**src/design/assert_macros.svh**
```systemverilog
// Assertion helpers used by the top-level RTL
`ifndef ASSERT_MACROS_SVH
`define ASSERT_MACROS_SVH

// Same-cycle implication, disabled during reset
`define AST_IMPLY(label, clk, rst, ante, cons) \
  label: assert property (@(posedge clk) disable iff (rst) (ante) |-> (cons)) \
    else $error("assertion failed");

// Next-cycle implication, disabled during reset
`define AST_NEXT(label, clk, rst, ante, cons) \
  label: assert property (@(posedge clk) disable iff (rst) (ante) |=> (cons)) \
    else $error("assertion failed");

`endif

```
**src/design/uxe_pkg.sv**
```systemverilog
package uxe_pkg;

  // Entity match phase
  typedef enum logic [3:0] {
    PH_IDLE    = 4'd0,
    PH_AMP     = 4'd1,
    PH_AMP_L   = 4'd2,
    PH_AMP_LT  = 4'd3,
    PH_AMP_A   = 4'd4,
    PH_AMP_AM  = 4'd5,
    PH_AMP_AMP = 4'd6,
    PH_NUM_WS  = 4'd7,
    PH_NUM_DIG = 4'd8,
    PH_SKIP    = 4'd9
  } phase_t;

  // Character codes
  localparam logic [7:0] CH_TAB   = 8'h09;
  localparam logic [7:0] CH_CR    = 8'h0D;
  localparam logic [7:0] CH_SPACE = 8'h20;
  localparam logic [7:0] CH_HASH  = 8'h23;
  localparam logic [7:0] CH_AMP   = 8'h26;
  localparam logic [7:0] CH_PLUS  = 8'h2B;
  localparam logic [7:0] CH_MINUS = 8'h2D;
  localparam logic [7:0] CH_ZERO  = 8'h30;
  localparam logic [7:0] CH_NINE  = 8'h39;
  localparam logic [7:0] CH_SEMI  = 8'h3B;
  localparam logic [7:0] CH_LT    = 8'h3C;
  localparam logic [7:0] CH_A     = 8'h61;
  localparam logic [7:0] CH_L     = 8'h6C;
  localparam logic [7:0] CH_M     = 8'h6D;
  localparam logic [7:0] CH_P     = 8'h70;
  localparam logic [7:0] CH_T     = 8'h74;

  localparam int MAX_RES = 4;

  // One queued run: the results caused by one input byte
  typedef struct packed {
    logic [MAX_RES-1:0][7:0] bytes;   // result bytes, first in entry 0
    logic [1:0]              cnt_m1;  // result count minus one
    logic                    has_byte; // 0 only for the empty end-of-string result
    logic                    is_end;   // run closes the string
  } run_t;

  // Queue status toward front and back
  typedef struct packed {
    logic full;
    logic not_empty;
  } q_stat_t;

endpackage

```
**src/design/xml_entity_unescaper_top.sv**
```systemverilog
// An input transfer writes its results into the run queue, from which the first one
// moves into the output register when the output register advances.
// Throughput: one input byte per cycle while the run queue is not full; each result
// takes one output transfer, so a byte that causes k results holds the output for k
// transfers (the 4-entry run queue absorbs this). Reset: synchronous rst clears match
// state, queue pointers and the output valid; the block is ready for input once reset ends.
module xml_entity_unescaper_top #(
  parameter int QUEUE_DEPTH = 4
) (
  input  logic       clk,
  input  logic       rst,
  input  logic       s_tvalid,
  output logic       s_tready,
  input  logic [7:0] s_tdata,   // in_byte
  input  logic       s_tlast,   // in_last
  output logic       m_tvalid,
  input  logic       m_tready,
  output logic [7:0] m_tdata,   // out_byte
  output logic       m_tlast,   // run_last
  output logic [1:0] m_tuser    // [0] byte_valid, [1] stream_end
);
  import uxe_pkg::*;

  `include "assert_macros.svh"

  q_stat_t q_stat;
  run_t    push_run, head;
  logic    push, pop;

  uxe_front u_front (
    .clk      (clk),
    .rst      (rst),
    .s_tvalid (s_tvalid),
    .s_tready (s_tready),
    .in_byte  (s_tdata),
    .in_last  (s_tlast),
    .q_stat   (q_stat),
    .push     (push),
    .push_run (push_run)
  );

  uxe_queue #(.DEPTH(QUEUE_DEPTH)) u_queue (
    .clk      (clk),
    .rst      (rst),
    .push     (push),
    .push_run (push_run),
    .pop      (pop),
    .head     (head),
    .stat     (q_stat)
  );

  uxe_back u_back (
    .clk      (clk),
    .rst      (rst),
    .head     (head),
    .q_stat   (q_stat),
    .pop      (pop),
    .m_tvalid (m_tvalid),
    .m_tready (m_tready),
    .m_tdata  (m_tdata),
    .m_tlast  (m_tlast),
    .m_tuser  (m_tuser)
  );

  // Input stalls only on a full queue
  `AST_IMPLY(a_ready_full, clk, rst, !s_tready, q_stat.full)
  // End of string always closes a run
  `AST_IMPLY(a_end_last, clk, rst, m_tvalid && m_tuser[1], m_tlast)
  // An empty result appears only as the zero end-of-string marker
  `AST_IMPLY(a_empty_end, clk, rst, m_tvalid && !m_tuser[0], m_tuser[1] && (m_tdata == 8'd0))
  // A pop always moves a result into the output register
  `AST_NEXT(a_pop_out, clk, rst, pop, m_tvalid && m_tlast)

endmodule

```
**src/design/uxe_front.sv**
```systemverilog
module uxe_front (
  input  logic          clk,
  input  logic          rst,
  input  logic          s_tvalid,
  output logic          s_tready,
  input  logic [7:0]    in_byte,
  input  logic          in_last,
  input  uxe_pkg::q_stat_t q_stat,
  output logic          push,
  output uxe_pkg::run_t push_run
);
  import uxe_pkg::*;

  phase_t     phase, phase_next;
  logic [7:0] num_val, num_val_next;
  logic       num_neg, num_neg_next;

  logic             accept;
  logic [MAX_RES-1:0][7:0] e;
  logic [2:0]       n;
  logic             do_idle;
  logic             is_digit, is_ws;
  logic [7:0]       digit, num_byte;
  logic [7:0]       acc;

  assign s_tready = !q_stat.full;
  assign accept   = s_tvalid && s_tready;

  assign is_digit  = (in_byte >= CH_ZERO) && (in_byte <= CH_NINE);
  assign is_ws     = (in_byte == CH_SPACE) || ((in_byte >= CH_TAB) && (in_byte <= CH_CR));
  assign digit     = in_byte - CH_ZERO;
  assign num_byte  = num_neg ? 8'(8'd0 - num_val) : num_val;
  assign acc       = 8'({num_val, 3'b000} + {num_val, 1'b0} + digit);

  // Classify the byte and build its run of results
  always_comb begin
    e            = '0;
    n            = 3'd0;
    do_idle      = 1'b0;
    phase_next   = phase;
    num_val_next = num_val;
    num_neg_next = num_neg;

    unique case (phase)
      PH_AMP: begin
        if (in_byte == CH_L) begin
          phase_next = PH_AMP_L;
        end else if (in_byte == CH_A) begin
          e[n[1:0]] = CH_AMP; n = n + 3'd1;
          phase_next = PH_AMP_A;
        end else if (in_byte == CH_HASH) begin
          phase_next   = PH_NUM_WS;
          num_val_next = 8'd0;
          num_neg_next = 1'b0;
        end else begin
          e[n[1:0]] = CH_AMP; n = n + 3'd1;
          do_idle = 1'b1;
        end
      end
      PH_AMP_L: begin
        if (in_byte == CH_T) begin
          phase_next = PH_AMP_LT;
        end else begin
          e[n[1:0]] = CH_AMP; n = n + 3'd1;
          e[n[1:0]] = CH_L;   n = n + 3'd1;
          do_idle = 1'b1;
        end
      end
      PH_AMP_LT: begin
        if (in_byte == CH_SEMI) begin
          e[n[1:0]] = CH_LT; n = n + 3'd1;
          phase_next = PH_IDLE;
        end else begin
          e[n[1:0]] = CH_AMP; n = n + 3'd1;
          e[n[1:0]] = CH_L;   n = n + 3'd1;
          e[n[1:0]] = CH_T;   n = n + 3'd1;
          do_idle = 1'b1;
        end
      end
      PH_AMP_A: begin
        if (in_byte == CH_M) begin
          phase_next = PH_AMP_AM;
        end else begin
          e[n[1:0]] = CH_A; n = n + 3'd1;
          do_idle = 1'b1;
        end
      end
      PH_AMP_AM: begin
        if (in_byte == CH_P) begin
          phase_next = PH_AMP_AMP;
        end else begin
          e[n[1:0]] = CH_A; n = n + 3'd1;
          e[n[1:0]] = CH_M; n = n + 3'd1;
          do_idle = 1'b1;
        end
      end
      PH_AMP_AMP: begin
        if (in_byte == CH_SEMI) begin
          phase_next = PH_IDLE;
        end else begin
          e[n[1:0]] = CH_A; n = n + 3'd1;
          e[n[1:0]] = CH_M; n = n + 3'd1;
          e[n[1:0]] = CH_P; n = n + 3'd1;
          do_idle = 1'b1;
        end
      end
      PH_NUM_WS: begin
        if (is_ws) begin
          phase_next = PH_NUM_WS;
        end else if (in_byte == CH_PLUS) begin
          phase_next = PH_NUM_DIG;
        end else if (in_byte == CH_MINUS) begin
          num_neg_next = 1'b1;
          phase_next   = PH_NUM_DIG;
        end else if (is_digit) begin
          num_val_next = digit;
          phase_next   = PH_NUM_DIG;
        end else begin
          e[n[1:0]] = num_byte; n = n + 3'd1;
          phase_next = (in_byte == CH_SEMI) ? PH_IDLE : PH_SKIP;
        end
      end
      PH_NUM_DIG: begin
        if (is_digit) begin
          num_val_next = acc;
        end else begin
          e[n[1:0]] = num_byte; n = n + 3'd1;
          phase_next = (in_byte == CH_SEMI) ? PH_IDLE : PH_SKIP;
        end
      end
      PH_SKIP: begin
        if (in_byte == CH_SEMI) phase_next = PH_IDLE;
      end
      default: begin
        do_idle = 1'b1;
      end
    endcase

    // Restart matching at the failing byte
    if (do_idle) begin
      if (in_byte == CH_AMP) begin
        phase_next = PH_AMP;
      end else begin
        e[n[1:0]] = in_byte; n = n + 3'd1;
        phase_next = PH_IDLE;
      end
    end

    // End of string: flush whatever is pending, then back to reset state
    if (in_last) begin
      unique case (phase_next)
        PH_AMP: begin
          e[n[1:0]] = CH_AMP; n = n + 3'd1;
        end
        PH_AMP_L: begin
          e[n[1:0]] = CH_AMP; n = n + 3'd1;
          e[n[1:0]] = CH_L;   n = n + 3'd1;
        end
        PH_AMP_LT: begin
          e[n[1:0]] = CH_AMP; n = n + 3'd1;
          e[n[1:0]] = CH_L;   n = n + 3'd1;
          e[n[1:0]] = CH_T;   n = n + 3'd1;
        end
        PH_AMP_A: begin
          e[n[1:0]] = CH_A; n = n + 3'd1;
        end
        PH_AMP_AM: begin
          e[n[1:0]] = CH_A; n = n + 3'd1;
          e[n[1:0]] = CH_M; n = n + 3'd1;
        end
        PH_AMP_AMP: begin
          e[n[1:0]] = CH_A; n = n + 3'd1;
          e[n[1:0]] = CH_M; n = n + 3'd1;
          e[n[1:0]] = CH_P; n = n + 3'd1;
        end
        PH_NUM_WS, PH_NUM_DIG: begin
          e[n[1:0]] = num_neg_next ? 8'(8'd0 - num_val_next) : num_val_next;
          n = n + 3'd1;
        end
        default: begin
        end
      endcase
      phase_next   = PH_IDLE;
      num_val_next = 8'd0;
      num_neg_next = 1'b0;
    end
  end

  // Queue entry for this byte
  always_comb begin
    push              = accept && ((n != 3'd0) || in_last);
    push_run.bytes    = e;
    push_run.cnt_m1   = (n == 3'd0) ? 2'd0 : 2'(n - 3'd1);
    push_run.has_byte = (n != 3'd0);
    push_run.is_end   = in_last;
  end

  // Match state
  always_ff @(posedge clk) begin
    if (rst) begin
      phase   <= PH_IDLE;
      num_val <= 8'd0;
      num_neg <= 1'b0;
    end else if (accept) begin
      phase   <= phase_next;
      num_val <= num_val_next;
      num_neg <= num_neg_next;
    end
  end

endmodule

```
**src/design/uxe_queue.sv**
```systemverilog
module uxe_queue #(
  parameter int DEPTH = 4
) (
  input  logic             clk,
  input  logic             rst,
  input  logic             push,
  input  uxe_pkg::run_t    push_run,
  input  logic             pop,
  output uxe_pkg::run_t    head,
  output uxe_pkg::q_stat_t stat
);
  import uxe_pkg::*;

  localparam int PW = (DEPTH > 1) ? $clog2(DEPTH) : 1;
  localparam int CW = $clog2(DEPTH + 1);

  run_t          mem [DEPTH];
  logic [PW-1:0] wr_ptr, rd_ptr;
  logic [CW-1:0] count;
  logic          do_push, do_pop;

  assign stat.full      = (count == CW'(DEPTH));
  assign stat.not_empty = (count != '0);
  assign do_push        = push && !stat.full;
  assign do_pop         = pop && stat.not_empty;
  assign head           = mem[rd_ptr];

  // Entry storage
  always_ff @(posedge clk) begin
    if (do_push) mem[wr_ptr] <= push_run;
  end

  // Pointers and fill count
  always_ff @(posedge clk) begin
    if (rst) begin
      wr_ptr <= '0;
      rd_ptr <= '0;
      count  <= '0;
    end else begin
      if (do_push) wr_ptr <= (wr_ptr == PW'(DEPTH - 1)) ? '0 : wr_ptr + PW'(1);
      if (do_pop)  rd_ptr <= (rd_ptr == PW'(DEPTH - 1)) ? '0 : rd_ptr + PW'(1);
      if (do_push && !do_pop)      count <= count + CW'(1);
      else if (do_pop && !do_push) count <= count - CW'(1);
    end
  end

endmodule

```
**src/design/uxe_back.sv**
```systemverilog
module uxe_back (
  input  logic             clk,
  input  logic             rst,
  input  uxe_pkg::run_t    head,
  input  uxe_pkg::q_stat_t q_stat,
  output logic             pop,
  output logic             m_tvalid,
  input  logic             m_tready,
  output logic [7:0]       m_tdata,   // out_byte
  output logic             m_tlast,   // run_last
  output logic [1:0]       m_tuser    // [0] byte_valid, [1] stream_end
);
  import uxe_pkg::*;

  logic [1:0] pos;
  logic       advance, run_done;

  assign advance  = !m_tvalid || m_tready;
  assign run_done = (pos == head.cnt_m1);
  assign pop      = advance && q_stat.not_empty && run_done;

  // Output register control
  always_ff @(posedge clk) begin
    if (rst) begin
      m_tvalid <= 1'b0;
      pos      <= 2'd0;
    end else if (advance) begin
      m_tvalid <= q_stat.not_empty;
      if (q_stat.not_empty) pos <= run_done ? 2'd0 : pos + 2'd1;
    end
  end

  // Output payload, one result of the head run per transfer
  always_ff @(posedge clk) begin
    if (advance && q_stat.not_empty) begin
      m_tdata    <= head.bytes[pos];
      m_tlast    <= run_done;
      m_tuser[0] <= head.has_byte;
      m_tuser[1] <= head.is_end && run_done;
    end
  end

endmodule
```
**config.mk**
```make
export PLATFORM = sky130hd
export DESIGN_NAME = xml_entity_unescaper_top
export DESIGN_NICKNAME = d
export VERILOG_FILES = /design/src/design/uxe_pkg.sv /design/src/design/xml_entity_unescaper_top.sv /design/src/design/uxe_front.sv /design/src/design/uxe_queue.sv /design/src/design/uxe_back.sv
export VERILOG_INCLUDE_DIRS = /design/src /design/src/design
export SDC_FILE = /design/constraint.sdc
export NUM_CORES = 1
export LEC_CHECK = 0
export BUFFER_PORTS_ARGS = -buffer_cell sky130_fd_sc_hd__buf_2
export CORE_MARGIN = 4
export CORE_UTILIZATION = 55
export DETAILED_ROUTE_END_ITERATION = 8
export PLACE_DENSITY = 0.72
export REMOVE_ABC_BUFFERS = 1
export SYNTH_ARGS = -nofsm -noshare
export SYNTH_HDL_FRONTEND = slang
export SYNTH_SLANG_ARGS = --single-unit
```
**constraint.sdc**
```tcl
create_clock -name clk -period 6.79 [get_ports clk]
set_clock_uncertainty 0.2 [all_clocks]
set_input_delay 1.6975 -clock clk [delete_from_list [all_inputs] [get_ports clk]]
set_output_delay 1.6975 -clock clk [all_outputs]
set_load 0.01 [all_outputs]
```
==> flow_metrics.env, run 1 <==
export IMPL_run_status="completed"
export IMPL_final_period_minus_worst_setup_slack_ns=6.258
export IMPL_timing_critical_path_to_type="flop"
export IMPL_crit_path_start_kind="input port"
export IMPL_postCtsSetupBuffers=0
export IMPL_syn_avg_cell_area_um2=11.76
export IMPL_cts_tree="yes"
export IMPL_timing_hold_violations_final=0
export IMPL_groute_usage_overall_pct=25.11
export IMPL_synth_area_mux_share_pct=10.37
export IMPL_num_rows=49
export IMPL_worstRegToRegCells=17
export IMPL_power_total_w=0.003105
export IMPL_synth_seq_cells=180
export IMPL_synth_top_cell_area_share_pct=45.06
export IMPL_tightestPinTransition_ns=0.8965
export IMPL_report_final_slew_viol_count=0
export IMPL_route_detailed_wl_per_inst_um=22.96
export IMPL_hp_start="u_back.m_tvalid$_SDFFE_PP0N_"
export IMPL_total_leakage_power_nw=3.875
export IMPL_power_per_cell_area_mw_per_mm2=274.3
export IMPL_avgViaCountPerCell=6.609
export IMPL_grt_setup_unrepaired="no"
export IMPL_netlist_instances=878
export IMPL_synth_top_cells_by_area="edfxtp_1 (45%), mux4_2 (9.6%), dfxtp_1 (4.8%), ha_1 (3.4%), a21oi_1 (2.8%)"
export IMPL_postRouteAntennaNets=0
export IMPL_reg2reg_setup_slack_ns=1.75
export IMPL_antenna_diode_count=0
export IMPL_fin_crit_sh_pct=92.17
export IMPL_fp_dieW_um=145.0
export IMPL_maxSlewHeadroom_pct=40.15
export IMPL_worstHoldPathType="reg2reg"
export IMPL_holdPathEnd="u_back.m_tvalid$_SDFFE_PP0N_"
export IMPL_cp_slowest_stage_delay_ns=0.41
export IMPL_crit_type="in2reg"
export IMPL_final_util_pct=62.18
export IMPL_grt_antenna_before_repair=0
export IMPL_grt_first_pass_wirelength_mm=41.54
export IMPL_detail_route_iter0_violations=925
export IMPL_power_frac_clock_pct=32.6
export IMPL_power_ir_vdd_worst_mv=0.1445
export IMPL_hold_path_depth=2
export IMPL_p_int_w=0.002281
export IMPL_setup_viol=0
export IMPL_h_tree_depth=4
export IMPL_cpMostUsedCell="ha_1"
export IMPL_tritoncts_buffers=17
export IMPL_post_synthesis_share_of_cell_area_spent_on_full_adders_half_adders_and_majority_gates_pct=4.555
export IMPL_maxCapViolCount=0
export IMPL_grt_use_met1_pct=36.70
export IMPL_vias_in_the_first_global_route=7220
export IMPL_numPortBuffers=25
export IMPL_r2r_start="u_front.phase[1]$_SDFFE_PP0P_"
export IMPL_length_of_the_first_detailed_routing_pass_in_iterations=8
export IMPL_core_area_mm2=0.01821
export IMPL_synthesis_yosys_warnings=0
export IMPL_ys_async_sr_fraction_pct=0
export IMPL_synth_seq_area_share_pct=49.91
export IMPL_grtUsageMet2_pct=38.33
export IMPL_layout_filler_cells=1429
export IMPL_synth_area_mm2=0.01033
export IMPL_worst_skew_pair_late_latency_ns=0.43
export IMPL_dominant_combinational_cell_family_by_area_after_synthesis="compound AO/OA/AOI/OAI gates"
export IMPL_starting_density_of_the_core_pct=56.72
export IMPL_clock_fmax_ghz=0.1598
export IMPL_clock_sink_count=180
export IMPL_worst_path_max_delay_cell="nor3b_1"
export IMPL_critPathMaxFanout=11
export IMPL_path_clk_slew_ns=0.06
export IMPL_postPlaceCellArea_mm2=0.01069
export IMPL_gp_congestion=0.9815
export IMPL_ctsResizeCount=0
export IMPL_regArea_mm2=0.005156
export IMPL_via_count=7508
export IMPL_share_comb_of_total_power_pct=20.6
export IMPL_pre_cts_ws_ns=0.2136
export IMPL_netlist_cell_type_count=88
export IMPL_synth_xor_xnor_area_share_pct=2.883
export IMPL_cp_cell_sequence="buf_2 > inv_1 > ha_1 > nor3b_1 > a21oi_1 > o21ai_1 > o21ai_0 > nand2_1 > o211ai_1 > ha_1 > nand2_1 > o21ai_0 > buf_4 > ha_1 > inv_1 > xnor2_1 > a221o_1 > o32ai_2 > nand2b_1"
export IMPL_busiest_layer="met2"
export IMPL_synth_compound_area_share_pct=16.60
export IMPL_dp_final_hpwl_mm=18.39
export IMPL_die_height_um=145.0
export IMPL_die_area_mm2=0.02104
export IMPL_routed_wirelength_mm=26.08
export IMPL_reg2reg_capture_point="u_queue.count[2]$_SDFFE_PP0P_"
export IMPL_fin_tns_setup_ns=0
export IMPL_largest_area_contributor_in_the_synthesized_netlist="edfxtp_1"
export IMPL_drc=0
export IMPL_area_growth_syn_to_layout_pct=9.618
export IMPL_postLayoutSetupSlackWorst_ns=0.5320
export IMPL_cts_root_to_sink_buffers=2
export IMPL_drive_gt1_share_pct=16.76
export IMPL_switching_share_pct=26.55
export IMPL_synth_edff_count=155
export IMPL_i_o_pins=26
export IMPL_cts_hold_repair_buffers=0
export IMPL_nNetsFinal=941
export IMPL_ys_flop_type="edfxtp_1"
export IMPL_worst_endpoint_required_ns=6.74
export IMPL_switchingPower_w=0.0008244
export IMPL_arrival_ns=6.21
export IMPL_root_buffer_cell="clkbuf_16"
export IMPL_grt_overflow_total=0
export IMPL_grt_start_max_net_pins=37
export IMPL_multi_input_area_mm2=0.004771
export IMPL_gr_usage_met3_pct=4.365
export IMPL_synth_simple_gate_area_share_pct=11.74
export IMPL_final_design_area_no_fill_mm2=0.01132
export IMPL_p_seq_share_pct=46.8
[power groups by stage]
stage | Sequential [W] | Clock (W) | Combinational (W)
after floorplan | 0.00150 | 0 | 0.000416
after global placement | 0.00147 | 0 | 0.000633
after detailed placement | 0.00148 | 0 | 0.000647
after CTS | 0.00146 | 0.00103 | 0.000651
after global routing | 0.00147 | 0.00108 | 0.000696
final | 0.00145 | 0.00101 | 0.000638
[routing by layer]
metal	part of all wire, %	vias to the layer above	routed length (µm)
li1	-	3441	-
met5	0	-	0
met4	3.5	0	907
met2	45	384	11730
met3	8.6	64	2242
met1	43	3619	11200
[through the flow]
| stage | cells | hold WS [ns] |
|---|---|---|
| 4_1_cts | 1136 | 0.2861 |
| 3_3_place_gp | 1104 | 0.2562 |
| 3_5_place_dp | 1104 | 0.2768 |
| 5_1_grt | 1136 | 0.3286 |
| 2_1_floorplan | 824 | 0.2559 |
| 6_report | 1136 | 0.2918 |
[layout by cell type, fill, tap and decap left out, types with 24 or more instances in the layout]
master,count
a21oi_1,57
buf_2,25
buf_4,26
dfxtp_1,24
edfxtp_1,155
ha_1,28
inv_1,41
mux4_2,44
nand2_1,53
nor2_1,70
o21ai_0,49
xnor2_1,24
[registers in the layout, summed over array words and instances, names as in the netlist, named ones only]
register	flops
u_front.phase	4
u_back.pos	2
u_back.m_tvalid	1
u_back.m_tuser	2
u_queue.count	3
u_front.num_val	8
u_queue.rd_ptr	2
u_queue.wr_ptr	2
u_queue.mem	144
u_back.m_tdata	8
u_back.m_tlast	1
u_front.num_neg	1
[how the worst max path moves through the flow]
stage               startpoint                          end  slack [ns]  cells after the start
finish              s_tdata[4]  u_queue.mem[3][1]$_DFFE_PP_        0.53                     19
global route        s_tdata[4]  u_queue.mem[3][1]$_DFFE_PP_        0.11                     19
CTS                 s_tdata[4]  u_queue.mem[3][1]$_DFFE_PP_        0.66                     19
detailed placement  s_tdata[4]  u_queue.mem[0][1]$_DFFE_PP_        0.21                     19
global placement    s_tdata[4]  u_queue.mem[0][1]$_DFFE_PP_        0.45                     19
floorplan           s_tdata[4]  u_queue.mem[0][1]$_DFFE_PP_        0.66                     19
[critical path: cells and delay by family]
family	cells	cell delay [ns]
xor gates and xnor gates	1	0.18
AOI/OAI and AO/OA	7	1.58
and+or+nand+nor	4	0.85
buffers and inverters	4	0.84
adders and majority gates	3	1.05
[synthesized netlist by cell type, drive strengths merged, types with 4 or more instances]
library cell	count
or3	4
buf	28
dfxtp	25
a22oi	21
a211oi	5
a31oi	10
xnor2	24
nand2	53
o311ai	4
nor2	71
mux4	44
or2	5
a21oi	58
nor3b	4
xor2	10
clkbuf	26
edfxtp	155
nor2b	4
mux2i	8
a221o	4
nor3	14
o221ai	6
and2	12
o22ai	14
a221oi	5
nor4	6
ha	28
nand3	17
o2bb2ai	4
a32o	4
fa	6
and3	4
inv	42
o21ai	55
a21o	10
o211ai	11
o21bai	5
nand2b	10
[cell families after synthesis]
logic type / Yosys count
buffers and inverters: 96
flip-flops: 180
XOR/XNOR: 34
AND/OR/NAND/NOR: 230
AO/OA/AOI/OAI: 252
adder cells (fa/ha/maj): 34
multiplexers: 52
[final cells by class]
| class | count | area share [%] |
|---|---|---|
| Timing Repair Buffer | 51 | 2.829 |
| Clock buffer | 20 | 4.034 |
| Multi-Input combinational cell | 602 | 42.14 |
| Inverter | 42 | 1.392 |
| Sequential cell | 180 | 45.54 |
| Tap cell | 229 | 2.531 |
| Clock inverter | 12 | 1.536 |
No activity file was read; power rests on OpenSTA's default activity.
==> run 2: changes to the inputs <==
- ABC_AREA: not set -> 1
- CAP_MARGIN: not set -> 20
- PLACE_DENSITY: 0.72 -> 0.71
==> flow_metrics.env, run 2 <==
export IMPL_routed_wirelength_mm=31.11
export IMPL_synth_top_cell_area_share_pct=43.20
export IMPL_largest_registers="u_queue.mem: 144 flops, u_back.m_tdata: 8 flops, u_front.num_val: 8 flops"
export IMPL_multi_input_area_mm2=0.004828
export IMPL_drive_gt1_share_pct=13.50
export IMPL_worst_skew_pair_late_latency_ns=0.44
export IMPL_length_of_the_first_detailed_routing_pass_in_iterations=5
export IMPL_p_seq_share_pct=42.7
export IMPL_core_area_mm2=0.01896
export IMPL_largest_area_contributor_in_the_synthesized_netlist="edfxtp_1"
export IMPL_layout_common_cells="nand2_1 (189), nor2_1 (166), edfxtp_1 (155), inv_1 (138), o21ai_0 (135)"
export IMPL_drc=0
export IMPL_grt_antenna_before_repair=0
export IMPL_grt_setup_unrepaired="no"
export IMPL_cts_hold_repair_buffers=0
export IMPL_fin_tns_setup_ns=0
export IMPL_detail_route_iter0_violations=801
export IMPL_postRouteAntennaNets=0
export IMPL_syn_avg_cell_area_um2=8.571
export IMPL_grt_overflow_total=0
export IMPL_run_status="completed"
export IMPL_final_period_minus_worst_setup_slack_ns=6.288
export IMPL_crit_path_start_kind="input port"
export IMPL_postCtsSetupBuffers=0
export IMPL_largest_register="u_queue.mem"
export IMPL_clock_fmax_ghz=0.1590
export IMPL_cts_tree="yes"
export IMPL_fin_crit_sh_pct=92.60
export IMPL_timing_critical_path_to_type="flop"
export IMPL_num_rows=50
export IMPL_setup_viol=0
export IMPL_synth_edff_count=155
export IMPL_worst_path_max_delay_cell="o211ai_1"
export IMPL_synth_seq_cells=180
export IMPL_vias_in_the_first_global_route=8753
export IMPL_synth_seq_area_share_pct=47.85
export IMPL_final_util_pct=62.64
export IMPL_finalHoldWorstSlack_ns=0.3157
export IMPL_switchingPower_w=0.001173
export IMPL_leading_cell_type_in_the_layout_fill_and_taps_excluded="nand2_1"
export IMPL_clock_sink_count=180
export IMPL_netlist_top_cells_count="nand2_1 (189), nor2_1 (170), edfxtp_1 (155)"
export IMPL_cpMostUsedCell="inv_1"
export IMPL_maxCapViolCount=0
export IMPL_yosys_cell_count_top_type="nand2_1"
export IMPL_area_growth_syn_to_layout_pct=10.21
export IMPL_share_comb_of_total_power_pct=28.1
export IMPL_grt_start_max_net_pins=74
export IMPL_switching_share_pct=35.13
export IMPL_total_leakage_power_nw=4.939
export IMPL_crit_type="in2reg"
export IMPL_grt_first_pass_wirelength_mm=49.24
export IMPL_antenna_diode_count=0
export IMPL_synthesis_yosys_warnings=0
export IMPL_netlist_cell_type_count=53
export IMPL_avgViaCountPerCell=5.966
export IMPL_groute_usage_overall_pct=28.98
export IMPL_die_height_um=148.0
export IMPL_die_area_mm2=0.02189
export IMPL_netlist_instances=1257
export IMPL_i_o_pins=26
export IMPL_via_count=9241
export IMPL_largest_register_ffs=144
export IMPL_worst_endpoint_required_ns=6.92
export IMPL_dp_final_hpwl_mm=21.79
export IMPL_power_frac_clock_pct=29.1
export IMPL_power_ir_vdd_worst_mv=0.1819
export IMPL_cp_slowest_stage_delay_ns=0.43
export IMPL_arrival_ns=6.41
export IMPL_fp_dieW_um=148.0
export IMPL_numPortBuffers=25
export IMPL_path_clk_slew_ns=0.07
export IMPL_route_detailed_wl_per_inst_um=20.09
export IMPL_tritoncts_buffers=17
export IMPL_layout_filler_cells=1638
export IMPL_timing_hold_violations_final=0
export IMPL_ctsResizeCount=0
export IMPL_cts_root_to_sink_buffers=2
export IMPL_report_final_slew_viol_count=0
export IMPL_starting_density_of_the_core_pct=56.84
export IMPL_h_tree_depth=4
export IMPL_p_int_w=0.002165
export IMPL_maxSlewHeadroom_pct=39.47
export IMPL_worstHoldPathType="reg2reg"
export IMPL_ys_flop_type="edfxtp_1"
export IMPL_synth_top_cells_by_area="edfxtp_1 (43%), nand2_1 (6.6%), o21ai_0 (6.3%), nor2_1 (5.9%), inv_1 (4.8%)"
export IMPL_nNetsFinal=1323
export IMPL_root_buffer_cell="clkbuf_16"
export IMPL_tightestPinTransition_ns=0.9046
export IMPL_gp_congestion=1.023
export IMPL_synth_area_mm2=0.01077
export IMPL_ys_async_sr_fraction_pct=0
export IMPL_regArea_mm2=0.005156
export IMPL_critPathMaxFanout=6
export IMPL_power_per_cell_area_mw_per_mm2=281.1
-- run 2: cell count changes after synthesis, moves of 16 or more --
cell	previous run	this run
nand2_1	53	189
nor2_1	70	170
inv_1	41	138
o21ai_0	49	135
nand3_1	16	63
mux4_2	44	0
o221ai_1	6	28
xnor2_1	24	3
nand2_2	0	19
buf_2	20	3
a22oi_1	21	5
inv_2	1	17
-- run 2: final cells by class --
type                    count  area share [%]
flip-flops and latches    180           43.42
clock inverters            15           1.401
well taps                 260           2.740
clock buffers              17           3.583
multi-input cells         866           40.66
repair buffers             50           3.056
inverters                 161           5.132
-- run 2: final timing paths --
path	from	endpoint	slack (ns)	depth (start not counted)
max	s_tdata[4]	u_queue.count[1]$_SDFFE_PP0P_	0.50	29
max reg2reg	u_front.phase[0]$_SDFFE_PP0P_	u_queue.count[1]$_SDFFE_PP0P_	1.96	24
min reg2reg	u_front.num_val[7]$_SDFFE_PP0P_	u_front.num_val[7]$_SDFFE_PP0P_	0.32	2
min	u_front.num_val[7]$_SDFFE_PP0P_	u_front.num_val[7]$_SDFFE_PP0P_	0.32	2
-- run 2: power by group through the flow --
stage                     Clock, W  Combinational [W]  Sequential (W)
after CTS                 0.000982           0.000946         0.00143
after global placement           0           0.000917         0.00145
final                     0.000973           0.000939         0.00143
after global routing       0.00104            0.00105         0.00144
after floorplan                  0           0.000507         0.00152
after detailed placement         0           0.000942         0.00145
-- run 2: layer usage --
| layer | wire (µm) | global-route usage, % |
|---|---|---|
| met3 | 2397 | 5.242 |
| met5 | 0 | 0 |
| met4 | 1071 | 10.95 |
| met2 | 14540 | 46.45 |
| met1 | 13110 | 39.52 |
-- run 2: cells by family after synthesis --
logic type,synth area share [%]
AO/OA/AOI/OAI,16.41
AND/OR/NAND/NOR,21.84
XOR/XNOR,1.858
buffers and inverters,7.676
adder cells (fa/ha/maj),4.367
flip-flops,47.85
-- run 2: metrics by stage --
stage	setup WS [ns]	total power, W	instances	cell area, µm²
floorplan	-0.1390	0.002029	1207	10560
global placement	0.2887	0.002364	1517	11280
detailed placement	0.1182	0.002392	1517	11280
CTS	0.5670	0.003354	1549	11870
global route	0.1075	0.003524	1549	11870
finish	0.5025	0.003337	1549	11870
-- run 2: worst max-delay path, delay by kind of cell --
family / cells / cell delay [ns]
buffers and inverters: 9 / 0.95
AOI/OAI and AO/OA: 6 / 1.11
and+or+nand+nor: 9 / 1.20
adders and majority gates: 5 / 1.47
==> run 3: changes to the inputs <==
- BUFFER_PORTS_ARGS: -buffer_cell sky130_fd_sc_hd__buf_2 -> not set
- DONT_BUFFER_PORTS: not set -> 1
- PLACE_DENSITY: 0.71 -> 0.7
==> flow_metrics.env, run 3 (synthesized netlist as in run 2, its figures left out) <==
export IMPL_report_final_slew_viol_count=0
export IMPL_critPathMaxFanout=6
export IMPL_gp_congestion=1.031
export IMPL_power_ir_vdd_worst_mv=0.1792
export IMPL_avgViaCountPerCell=5.997
export IMPL_h_tree_depth=4
export IMPL_length_of_the_first_detailed_routing_pass_in_iterations=5
export IMPL_final_util_pct=61.85
export IMPL_power_per_cell_area_mw_per_mm2=281.1
export IMPL_run_status="completed"
export IMPL_i_o_pins=26
export IMPL_worstPathBufferInverterCount=7
export IMPL_crit_path_start_kind="input port"
export IMPL_crit_type="in2reg"
export IMPL_maxCapViolCount=0
export IMPL_antenna_diode_count=0
export IMPL_grt_antenna_before_repair=0
export IMPL_die_height_um=148.0
export IMPL_cpMostUsedCell="inv_1"
export IMPL_timing_hold_violations_final=0
export IMPL_num_rows=50
export IMPL_arrival_ns=6.31
export IMPL_postRouteAntennaNets=0
export IMPL_setup_viol=0
export IMPL_groute_usage_overall_pct=28.74
export IMPL_grt_first_pass_wirelength_mm=48.65
export IMPL_grt_overflow_total=0
export IMPL_drc=0
export IMPL_cts_tree="yes"
export IMPL_root_buffer_cell="clkbuf_16"
export IMPL_detail_route_iter0_violations=821
export IMPL_layout_common_cells="nand2_1 (189), nor2_1 (166), edfxtp_1 (155), inv_1 (138), o21ai_0 (135)"
export IMPL_die_area_mm2=0.02189
export IMPL_cp_slowest_stage_delay_ns=0.50
export IMPL_timing_critical_path_to_type="flop"
export IMPL_largest_register_ffs=144
export IMPL_total_leakage_power_nw=4.823
export IMPL_final_design_area_no_fill_mm2=0.01172
export IMPL_via_count=9122
export IMPL_final_period_minus_worst_setup_slack_ns=6.192
export IMPL_grt_start_max_net_pins=69
export IMPL_clock_fmax_ghz=0.1615
export IMPL_ctsResizeCount=0
export IMPL_cts_hold_repair_buffers=0
export IMPL_cts_root_to_sink_buffers=2
export IMPL_fin_crit_sh_pct=91.19
export IMPL_route_detailed_wl_per_inst_um=20.34
export IMPL_area_growth_syn_to_layout_pct=8.814
export IMPL_worst_skew_pair_late_latency_ns=0.44
export IMPL_starting_density_of_the_core_pct=56.84
export IMPL_clock_sink_count=180
export IMPL_worst_path_max_delay_cell="o211ai_1"
export IMPL_routed_wirelength_mm=30.93
export IMPL_postCtsSetupBuffers=0
export IMPL_tritoncts_buffers=17
export IMPL_nNetsFinal=1295
export IMPL_path_clk_slew_ns=0.07
export IMPL_numPortBuffers=0
export IMPL_maxSlewHeadroom_pct=34.09
export IMPL_largest_registers="u_queue.mem: 144 flops, u_back.m_tdata: 8 flops, u_front.num_val: 8 flops"
export IMPL_cpLargestDelayFamily="adder cells"
export IMPL_core_area_mm2=0.01896
export IMPL_worstHoldPathType="reg2reg"
export IMPL_vias_in_the_first_global_route=8607
export IMPL_finalNonFillerCells=1521
export IMPL_largest_register="u_queue.mem"
export IMPL_worst_endpoint_required_ns=6.91
export IMPL_grt_setup_unrepaired="no"
export IMPL_tightestPinTransition_ns=0.9850
export IMPL_leading_cell_type_in_the_layout_fill_and_taps_excluded="nand2_1"
export IMPL_postPlaceCellArea_mm2=0.01113
export IMPL_drive_gt1_share_pct=11.58
export IMPL_numPlacedInstances=1489
export IMPL_fp_dieW_um=148.0
export IMPL_dp_final_hpwl_mm=21.21
-- run 3: cell count changes in the layout (fill, tap and decap cells not counted), sizes merged --
cell      before  now
inv          162  164
clkinvlp       1    2
clkinv        13   10
buf           50   22
-- run 3: path summary, 6_finish.rpt --
kind / from / endpoint / slack, ns / depth (start not counted)
worst max-delay path: s_tdata[4] / u_queue.count[1]$_SDFFE_PP0P_ / 0.60 / 28
worst min register to register: u_front.num_val[7]$_SDFFE_PP0P_ / u_front.num_val[7]$_SDFFE_PP0P_ / 0.30 / 2
worst max register to register: u_front.phase[2]$_SDFFE_PP0P_ / u_queue.count[1]$_SDFFE_PP0P_ / 1.88 / 24
worst min-delay path: u_front.num_val[7]$_SDFFE_PP0P_ / u_front.num_val[7]$_SDFFE_PP0P_ / 0.30 / 2
-- run 3: worst min-delay path, delay by kind of cell, from the launching register on --
kind / cells / cell delay (ns)
AO/OA/AOI/OAI: 1 / 0.06
AND/OR/NAND/NOR: 1 / 0.07
flip-flops: 1 / 0.34
-- run 3: layer usage --
layer  GRT usage (%)  share of wire [%]
met1           40.04                 43
met2           45.06                 46
met3           4.874                7.7
met4           11.55                3.4
met5               0                  0
-- run 3: layout make-up --
type | count | area [µm²]
Clock buffer | 17 | 425.4
Clock inverter | 15 | 163.9
Fill cell | 1640 | 7232
Inverter | 161 | 609.3
Multi-Input combinational cell | 866 | 4828
Sequential cell | 180 | 5156
Tap cell | 260 | 325.3
Timing Repair Buffer | 22 | 215.2
-- run 3: where the power goes --
group | leakage [nW] | switching, W | internal, W
registers | 1.66 | 0.0000831 | 0.00139
clock network | 0.281 | 0.000472 | 0.000493
logic | 2.89 | 0.000600 | 0.000259
-- run 3: stage by stage --
step | hold WS, ns | setup TNS, ns | power, W | worst slack, ns
after global routing | 0.3304 | 0 | 0.003478 | 0.1228
after global placement | 0.2852 | 0 | 0.002330 | 0.3893
after detailed placement | 0.2917 | 0 | 0.002350 | 0.2575
final | 0.3046 | 0 | 0.003295 | 0.5979
after floorplan | 0.2583 | -20.02 | 0.002029 | -0.1390
after CTS | 0.3054 | 0 | 0.003307 | 0.6968
